## config.mk

```make
export PLATFORM = sky130hd
export DESIGN_NAME = blis_ctrl
export DESIGN_NICKNAME = d
export VERILOG_FILES = /design/src/rtl/bidirectional_lis_length_unit_defines.svh /design/src/rtl/blis_pkg.sv /design/src/rtl/blis_ctrl.sv
export SDC_FILE = /design/constraint.sdc
export NUM_CORES = 1
export LEC_CHECK = 0
export ABC_AREA = 1
export BUFFER_PORTS_ARGS = -buffer_cell sky130_fd_sc_hd__buf_2
export CORE_AREA = 2 2 39 41
export CTS_CLUSTER_DIAMETER = 150
export DETAILED_ROUTE_END_ITERATION = 7
export DIE_AREA = 0 0 41 43
export GPL_ROUTABILITY_DRIVEN = 0
export PLACE_DENSITY = 0.32
export SKIP_LAST_GASP = 1
export SYNTH_ARGS = -nofsm -noshare
export SYNTH_HDL_FRONTEND = slang
export SYNTH_SLANG_ARGS = --single-unit
```

## constraint.sdc

```tcl
create_clock -name clk_i -period 1.71 [get_ports clk_i]
set_clock_uncertainty 0.2 [all_clocks]
set_input_delay 0.342 -clock clk_i [delete_from_list [all_inputs] [get_ports clk_i]]
set_output_delay 0.342 -clock clk_i [all_outputs]
set_load 0.1 [all_outputs]
```

## src/rtl/bidirectional_lis_length_unit_defines.svh

```systemverilog
// Assertion macros shared by the longest monotone run unit
`ifndef BIDIRECTIONAL_LIS_LENGTH_UNIT_DEFINES_SVH
`define BIDIRECTIONAL_LIS_LENGTH_UNIT_DEFINES_SVH

// Same-cycle implication, checked outside reset
`define BLIS_ASSERT_NOW(lbl, clk, rst_n, ante, cons) \
  lbl: assert property (@(posedge clk) disable iff (!rst_n) (ante) |-> (cons)) \
    else $error("blis check failed");

// Next-cycle implication, checked outside reset
`define BLIS_ASSERT_NEXT(lbl, clk, rst_n, ante, cons) \
  lbl: assert property (@(posedge clk) disable iff (!rst_n) (ante) |=> (cons)) \
    else $error("blis check failed");

`endif

```

## src/rtl/blis_pkg.sv

```systemverilog
// Shared types for the longest monotone run unit
`timescale 1ns / 1ps
package blis_pkg;

  // Controller states
  typedef enum logic [1:0] {
    ST_IDLE,
    ST_PROBE,
    ST_CMP,
    ST_FINISH
  } state_e;

  // Commands from controller to datapath
  typedef struct packed {
    logic start;   // latch item, open both searches
    logic rd;      // read both tables at the probe midpoints
    logic cmp;     // narrow both search windows
    logic wr;      // write tails, bump lengths
    logic finish;  // load result, clear sequence
  } dp_cmd_t;

  // Status from datapath to controller
  typedef struct packed {
    logic count_full;
    logic search_done;
    logic last;
    logic out_full;
  } dp_status_t;

endpackage

```

## src/rtl/blis_ctrl.sv

```systemverilog
// Controller: sequences accept, binary search probes, table write and result
`timescale 1ns / 1ps
module blis_ctrl (
  input  logic                 clk_i,
  input  logic                 rst_ni,
  input  logic                 in_valid_i,
  output logic                 in_ready_o,
  input  blis_pkg::dp_status_t status_i,
  output blis_pkg::dp_cmd_t    cmd_o
);

  blis_pkg::state_e state_q, state_d;

  // State register
  always_ff @(posedge clk_i or negedge rst_ni) begin
    if (!rst_ni) begin
      state_q <= blis_pkg::ST_IDLE;
    end else begin
      state_q <= state_d;
    end
  end

  // Next state and commands
  always_comb begin
    state_d    = state_q;
    cmd_o      = '0;
    in_ready_o = 1'b0;
    unique case (state_q)
      blis_pkg::ST_IDLE: begin
        in_ready_o = 1'b1;
        if (in_valid_i) begin
          cmd_o.start = 1'b1;
          // a full sequence skips the tables entirely
          state_d = status_i.count_full ? blis_pkg::ST_FINISH : blis_pkg::ST_PROBE;
        end
      end
      blis_pkg::ST_PROBE: begin
        if (status_i.search_done) begin
          cmd_o.wr = 1'b1;
          state_d  = status_i.last ? blis_pkg::ST_FINISH : blis_pkg::ST_IDLE;
        end else begin
          cmd_o.rd = 1'b1;
          state_d  = blis_pkg::ST_CMP;
        end
      end
      blis_pkg::ST_CMP: begin
        cmd_o.cmp = 1'b1;
        state_d   = blis_pkg::ST_PROBE;
      end
      blis_pkg::ST_FINISH: begin
        if (!status_i.last) begin
          state_d = blis_pkg::ST_IDLE;
        end else if (!status_i.out_full) begin
          cmd_o.finish = 1'b1;
          state_d      = blis_pkg::ST_IDLE;
        end
      end
      default: begin
        state_d = blis_pkg::ST_IDLE;
      end
    endcase
  end

endmodule

```

# == After elaboration in Yosys (flattened, before gate mapping) ==
# Index checks and enable logic that the tools add are counted.
# word_totals
inputBits,7
output_inout_bits,6
register_bits,2
# op_classes
reduce_logical,2
n_eq_ne,5
muxes,18
# ops
op,n
2-bit 2-to-1 mux,6
1-bit 2-to-1 mux,11
2-bit case mux with 4 select lines,1
"2-bit == test, second input constant",2
"3-bit inequality test, second input constant",1
"2-bit by 1-bit == test with 1-bit output, second input constant",1
2-bit logical NOT,1
"2-bit inequality test, second input constant",1
2-bit AND reduction,1

# == Depth between registers and ports, before layout ==
# Gate-level depths: netlist (run 1).
# logic_depth
word_depth,3
ltp_mapped,6
ltp_nobuf,6

# == Worst setup path before layout (run 1) ==
# Ideal clock, no wire load.
# synth_timing
kind,reg-to-output
start,register state_q[1]
end,output port cmd_o[4] (netlist name)
t_arrival_ps,2527
required_time_ps,1168
stages_incl_launch_ff,2
setup_slack_ps,-1359
path_buffers,0
path_cell_list,dfrtp_1 -> nor3_1
# synth_rtl
item,line_no,source
start: declaration,blis_ctrl.sv:12,"blis_pkg::state_e state_q, state_d;"
start signal: assignment,blis_ctrl.sv:17,state_q <= blis_pkg::ST_IDLE;
start signal: assignment,blis_ctrl.sv:19,state_q <= state_d;
end: declaration,blis_ctrl.sv:9,output blis_pkg::dp_cmd_t cmd_o

==> impl_metrics.tcl, run 1 <==
set metrics [dict create \
    initial_core_util 0.1166 \
    clkSinkCount 2 \
    finalCritPeriodShare 1.015 \
    via_count 247 \
    grt_max_degree 8 \
    relSlewSlack 0.8860 \
    yosys_warnings 0 \
    syn_avg_cell_area_sq_um 5.764 \
    clockRootBuffer "clkbuf_4" \
    worstMarginPinSlew_ns 0.1705 \
    hold_viol 0 \
    ys_ff_latch 2 \
    largest_register_ff_count 2 \
    status "finished, violations left" \
    top_regs "state_q: 2 flops" \
    cts_tree "yes" \
    drtPass1Iterations 1 \
    fillerInstances 153 \
    ys_seq_area_frac 0.3101 \
    numCtsBuffers 3 \
    grt_pass1_vias 257 \
    yosys.area.top_type "dfrtp_1" \
    syn_inst 28 \
    drt-total-wl_um 500 \
    postLayoutSetupSlackWorst_ns -0.02495 \
    fp.dieH_um 43 \
    synth_area_sq_um 161.4 \
    setup-violations-final 2 \
    final_cell_mix "nand2_1, nor2_4, buf_2, buf_12, buf_4" \
    io_pins 13 \
    drc_errors 0 \
    antenna_cells 0 \
    cp-start-kind "flop" \
    crit_fanout 5 \
    areaGrowthSynthToFinish_pct 189.1 \
    core_sq_mm 0.001384 \
    die_w_um 41 \
    drive_gt1_frac 0.6600 \
    synth.top_cell.area_share 0.3101 \
    fin_nets 59 \
    cp_data_required_time_ns 1.17 \
    setup_tns_ns -0.02551 \
    synthTopCellsByArea "dfrtp_1, nand2_1, inv_1" \
    final_common_cell "nand2_1" \
    syn-num-nets 35 \
    dp_hpwl_um 356.4 \
    antenna_found_initial 0 \
    drt_iter0_markers 0 \
    port_buffers 12 \
    clk_latency_ns 0.22 \
    slew_viol_final 0 \
    rows 14 \
    grt_setup_unrepaired "yes" \
    vias_per_cell 3.742 \
    die_area_sq_mm 0.001763 \
    gr-usage-all-layers 0.07940 \
    ant_nets 0 \
    gr-total-overflow 0 \
    max_cap_viol_count 0 \
    top_register "state_q" \
    fmax_ghz 0.5764 \
    period_minus_slack_ns 1.735 \
    ys_types 11 \
    clkTransAtPathRegs_ns 0.03 \
    cp_data_arrival_time_ns 1.19 \
    path_class "flop to primary output" \
    hp-class "input port to flop" \
    clk_path_buf_depth 2 \
    worstSetupEndpointType "primary output" \
    htreeDepth 1 \
    avgRoutedWirePerCell_um 7.576 \
    violations "negative setup slack" \
    grt_pass1_wl_um 883 \
]
==> logic make-up (layout without fill, tap and decap cells) <==
group / Yosys count / count (layout) / synth area share
flip-flops: 2 / 2 / 0.3101
AND/OR/NAND/NOR: 19 / 19 / 0.5193
AO/OA/AOI/OAI: 1 / 1 / 0.03098
buffers and inverters: 6 / 28 / 0.1395
==> area by class of cell <==
type / instances / area, sq um / area share
Tap cell: 16 / 20.02 / 0.04290
Sequential cell: 2 / 52.55 / 0.1126
Multi-Input combinational cell: 20 / 140.1 / 0.3003
Timing Repair Buffer: 19 / 209.0 / 0.4477
Clock buffer: 3 / 22.52 / 0.04826
Inverter: 6 / 22.52 / 0.04826
==> timing repair <==
action	CTS	global route
pin swaps	2	4
hold endpoints to repair	2	0
buffers inserted	4	2
endpoints found under the setup margin	5	5
resized for setup	6	3
hold buffers	1	0
==> synth_stat cells, drive strengths merged <==
library cell   n
nand2         10
o21ai          1
nand4          1
inv            6
nor3           1
dfrtp          2
nand3          1
nor2           6
==> critical path, stage by stage (launching register included) <==
cell and delay (ns):
dfrtp_2 0.44, buf_6 0.13, nor3_4 0.20, buf_12 0.20
==> stage by stage <==
step	hold slack (ns)	cells	area, sq um	utilization	setup slack [ns]
CTS	0.2221	64	437.9	0.3165	-0.03736
global route	0.2274	66	466.7	0.3373	-0.06666
global placement	-0.07218	56	357.8	0.2586	0.1101
floorplan	-0.1536	28	187.7	-	-0.2953
finish	0.2307	66	466.7	0.3373	-0.02495
detailed placement	-0.07106	56	357.8	0.2586	0.1037
==> layer usage <==
metal / part of all wire / global-route usage / routed length [um] / vias to the layer above
met4: 0 / 0.08000 / 0 / 0
met5: 0 / 0 / 0 / -
met3: 0.024 / 0.03141 / 12 / 0
li1: - / - / - / 128
met2: 0.62 / 0.1219 / 309 / 4
met1: 0.35 / 0.07097 / 177 / 115
==> final timing paths <==
check,from,endpoint,slack [ns],depth (start not counted)
max,state_q[1],cmd_o[4],-0.02,3
min,status_i[3],state_q[1],0.23,5
max reg2reg,state_q[1],state_q[0],0.46,5
min reg2reg,state_q[1],state_q[1],0.48,5
max in group asynchronous,rst_ni,state_q[0],0.97,2
min in group asynchronous,rst_ni,state_q[1],0.24,2
Power of run 1 is not shown: default switching activity piles up to over one toggle a cycle in this logic, so the estimate is an artifact.
==> run 2, diff against run 1 <==
--- a/config.mk
+++ b/config.mk
@@ -13,6 +13,7 @@
 export DIE_AREA = 0 0 41 43
 export GPL_ROUTABILITY_DRIVEN = 0
 export PLACE_DENSITY = 0.32
+export RECOVER_POWER = 50
 export SKIP_LAST_GASP = 1
 export SYNTH_ARGS = -nofsm -noshare
 export SYNTH_HDL_FRONTEND = slang
==> run 2 against run 1 <==
  * The flow still finishes with violations (negative setup slack)
  * Critical path depth unchanged
  * Critical endpoint unchanged
  * Die area unchanged
  * Worst hold slack unchanged
  * Flip-flop and latch count unchanged
  * Sequential share of layout area about the same
  * Non-clock buffer count unchanged
  * Clock-buffer cell count unchanged
  * Global-route usage unchanged
  * Largest cell class unchanged
  * Cell count unchanged
  * Via count unchanged
==> impl_metrics.tcl, run 2 (synthesis results as in run 1) <==
set metrics [dict create \
    status "finished, violations left" \
    violations "negative setup slack" \
    crit_buf_inv 2 \
    grt_setup_unrepaired "yes" \
    core_sq_mm 0.001384 \
    vias_per_cell 3.742 \
    cp_data_required_time_ns 1.17 \
    cp_slowest_cell "dfrtp_2" \
    max_cap_viol_count 0 \
    slew_viol_final 0 \
    fin_nets 59 \
    setup-violations-final 2 \
    clockRootBuffer "clkbuf_4" \
    port_buffers 12 \
    top_register "state_q" \
    cts_tree "yes" \
    relSlewSlack 0.8860 \
    antenna_cells 0 \
    gr-total-overflow 0 \
    die_w_um 41 \
    grt_max_degree 8 \
    finalCritPeriodShare 1.015 \
    clkSinkCount 2 \
    drtPass1Iterations 1 \
    min_path_cells 5 \
    clk_path_buf_depth 2 \
    crit_fanout 5 \
    period_minus_slack_ns 1.735 \
    pre_cts_slack_ns 0.1037 \
    gr-usage-all-layers 0.07940 \
    numCtsBuffers 3 \
    final_common_cell "nand2_1" \
    r2r_start "state_q[1]" \
    cpPeakStageDelay_ns 0.44 \
    clk_latency_ns 0.22 \
    fp.dieH_um 43 \
    cpLargestDelayFamily "flip-flops" \
    grt_pass1_vias 257 \
    setup_tns_ns -0.02551 \
    top_regs "state_q: 2 flops" \
    cp-start-kind "flop" \
    fmax_ghz 0.5764 \
    drc_errors 0 \
    drt_iter0_markers 0 \
    ant_nets 0 \
    antenna_found_initial 0 \
    htreeDepth 1 \
    clkTransAtPathRegs_ns 0.03 \
    areaGrowthSynthToFinish_pct 188.4 \
    hold_viol 0 \
    worstSetupEndpointType "primary output" \
    drive_gt1_frac 0.6400 \
    cp_data_arrival_time_ns 1.19 \
    final_cell_mix "nand2_1, nor2_4, buf_12" \
    rows 14 \
    postLayoutSetupSlackWorst_ns -0.02495 \
    via_count 247 \
    grt_pass1_wl_um 883 \
    r2r_cells 5 \
    r2r_end "state_q[0]" \
    largest_register_ff_count 2 \
    hold_end "state_q[1]" \
    whs_ns 0.2307 \
    hold_start "status_i[3]" \
    path_cells "buf_6 > nor3_4 > buf_12" \
    drt-total-wl_um 502 \
    path_class "flop to primary output" \
    initial_core_util 0.1166 \
    hp-class "input port to flop" \
    worstMarginPinSlew_ns 0.1705 \
    dp_hpwl_um 356.4 \
    die_area_sq_mm 0.001763 \
    r2r_slack_ns 0.46 \
    io_pins 13 \
    fillerInstances 154 \
    avgRoutedWirePerCell_um 7.606 \
]
==> run 2: cell type report <==
type                       count  area (sq um)  area share
clock buffer                   3         22.52     0.04839
inverter                       6         22.52     0.04839
multi-input combinational     20         140.1      0.3011
sequential                     2         52.55      0.1129
tap                           16         20.02     0.04301
timing repair buffer          19         207.7      0.4462
==> run 2: worst max path at each step <==
stage,start,to,slack (ns),cells past startpoint
4_1_cts,state_q[1],in_ready_o,-0.04,3
3_3_place_gp,state_q[0],cmd_o[3],0.11,5
3_5_place_dp,state_q[0],cmd_o[1],0.10,5
6_report,state_q[1],cmd_o[4],-0.02,3
5_1_grt,state_q[1],cmd_o[4],-0.07,3
2_1_floorplan,state_q[0],cmd_o[1],-0.30,4
==> run 2: per-layer routing <==
metal / part of all wire / GRT usage / up-vias
met5: 0 / 0 / -
met4: 0 / 0.08000 / 0
met3: 0.024 / 0.03141 / 0
met2: 0.62 / 0.1219 / 4
met1: 0.36 / 0.07097 / 115
li1: - / - / 128
==> run 2: metrics by stage <==
step	instances	instance area [sq um]	util
finish	66	465.4	0.3363
global route	66	465.4	0.3363
CTS	64	437.9	0.3165
detailed placement	56	357.8	0.2586
global placement	56	357.8	0.2586
floorplan	28	187.7	-
==> run 2: what timing repair did <==
action                                  in CTS  in global routing
buffers inserted                             4                  2
endpoints found under the setup margin       5                  5
pin swaps                                    2                  4
gates resized for setup                      6                  3
hold buffers                                 1                  0
hold endpoints to repair                     2                  0
==> run 2: worst reg2reg max path: cells and delay by family (launching register included) <==
kind	cells	cell delay, ns
flip-flops	1	0.44
buffers and inverters	1	0.16
AND/OR/NAND/NOR	4	0.34
Power of run 2 is left out for the same reason.
==> run 3, diff against run 2 <==
==> constraint.sdc (replaced) <==
create_clock -name clk_i -period 1.7 [get_ports clk_i]
set_clock_uncertainty 0.2 [all_clocks]
set_input_delay 0.34 -clock clk_i [delete_from_list [all_inputs] [get_ports clk_i]]
set_output_delay 0.34 -clock clk_i [all_outputs]
set_load 0.1 [all_outputs]
==> run 3 against run 2 <==
  * Via count shrank 0.81%
  * The run still ends with negative setup slack left
  * Worst hold slack got worse by 0.0087 ns
  * Cell count down 3.0%
  * Critical path type unchanged
  * Global-route usage shrank 0.11 points
  * Die area unchanged
  * Worst setup slack improved by 0.015 ns
==> impl_metrics.tcl, run 3 (synthesis results as in run 1) <==
set metrics [dict create \
    core_sq_mm 0.001384 \
    drt_iter0_markers 0 \
    hp-class "input port to async pin" \
    grt_setup_unrepaired "yes" \
    die_area_sq_mm 0.001763 \
    cts_tree "yes" \
    io_pins 13 \
    cp-start-kind "flop" \
    clk_latency_ns 0.23 \
    drtPass1Iterations 1 \
    avgRoutedWirePerCell_um 8.031 \
    cpLargestDelayFamily "flip-flops" \
    ant_nets 0 \
    whs_ns 0.2220 \
    postLayoutCellArea_sq_um 459.2 \
    finalCritPeriodShare 1.006 \
    gr-usage-all-layers 0.07831 \
    die_w_um 41 \
    clkSinkCount 2 \
    final_cell_mix "nand2_1, buf_12, nor2_4" \
    worstSetupEndpointType "primary output" \
    relSlewSlack 0.8856 \
    fp.dieH_um 43 \
    cp_data_required_time_ns 1.16 \
    status "finished, violations left" \
    dp_hpwl_um 391.6 \
    clk_path_buf_depth 2 \
    setup-violations-final 1 \
    drive_gt1_frac 0.6250 \
    violations "negative setup slack" \
    drc_errors 0 \
    fin_nets 56 \
    grt_pass1_vias 231 \
    r2r_end "state_q[1]" \
    worstMarginPinSlew_ns 0.1710 \
    vias_per_cell 3.828 \
    r2r_slack_ns 0.36 \
    rows 14 \
    top_regs "state_q: 2 flops" \
    antenna_cells 0 \
    crit_fanout 6 \
    slew_viol_final 0 \
    hold_viol 0 \
    path_class "flop to primary output" \
    clkTransAtPathRegs_ns 0.04 \
    initial_core_util 0.1166 \
    place_area_sq_um 374.1 \
    max_cap_viol_count 0 \
    drt-total-wl_um 514 \
    final_common_cell "nand2_1" \
    antenna_found_initial 0 \
    largest_register_ff_count 2 \
    period_minus_slack_ns 1.710 \
    cp_data_arrival_time_ns 1.17 \
    top_register "state_q" \
    cp_slowest_cell "dfrtp_2" \
    fmax_ghz 0.5847 \
    crit_buf_inv 2 \
    clockRootBuffer "clkbuf_4" \
    numCtsBuffers 3 \
    grt_max_degree 7 \
    cpPeakStageDelay_ns 0.45 \
    gr-total-overflow 0 \
    port_buffers 12 \
    via_count 245 \
    r2r_cells 7 \
    final_util 0.3318 \
    r2r_start "state_q[0]" \
    htreeDepth 1 \
    postLayoutSetupSlackWorst_ns -0.01038 \
    grt_pass1_wl_um 869 \
    areaGrowthSynthToFinish_pct 184.5 \
    path_cells "buf_6 > nor2_4 > buf_12" \
]
==> run 3: final cells by class <==
type,instances,area [sq um]
clock buffer,4,26.28
fill,150,924.6
inverter,6,22.52
multi-input combinational,20,140.1
sequential,2,52.55
tap,16,20.02
timing repair buffer,16,197.7
==> run 3: routing by layer <==
| layer | part of all wire | GRT usage | vias up | wire [um] |
|---|---|---|---|---|
| met5 | 0 | 0 | - | 0 |
| met4 | 0.018 | 0.1000 | 0 | 9 |
| met3 | 0.029 | 0.01571 | 2 | 15 |
| met2 | 0.61 | 0.1250 | 4 | 315 |
| met1 | 0.34 | 0.06431 | 115 | 174 |
| li1 | - | - | 124 | - |
==> run 3: worst max path at each step <==
stage / to / cells after the start / slack, ns / start
floorplan: cmd_o[2] / 2 / -0.21 / state_q[1]
global placement: cmd_o[1] / 4 / 0.11 / state_q[1]
detailed placement: cmd_o[1] / 4 / 0.11 / state_q[1]
CTS: in_ready_o / 3 / -0.02 / state_q[0]
global route: in_ready_o / 3 / -0.06 / state_q[0]
finish: in_ready_o / 3 / -0.01 / state_q[0]
==> run 3: per-stage QoR <==
step,setup TNS (ns),instances,setup WS [ns]
6_report,-0.01038,64,-0.01038
5_1_grt,-0.1930,64,-0.06014
4_1_cts,-0.04193,63,-0.02495
3_5_place_dp,0,56,0.1062
3_3_place_gp,0,56,0.1056
2_1_floorplan,-0.3999,28,-0.2093
==> run 3: repair_timing <==
item / 4_1_cts / 5_1_grt
pin swaps: 2 / 3
hold endpoints to repair: 2 / 0
setup buffers: 2 / 1
setup endpoints to repair: 4 / 5
hold buffers: 1 / 0
gates resized for setup: 4 / 2
Power of run 3 is left out for the same reason.
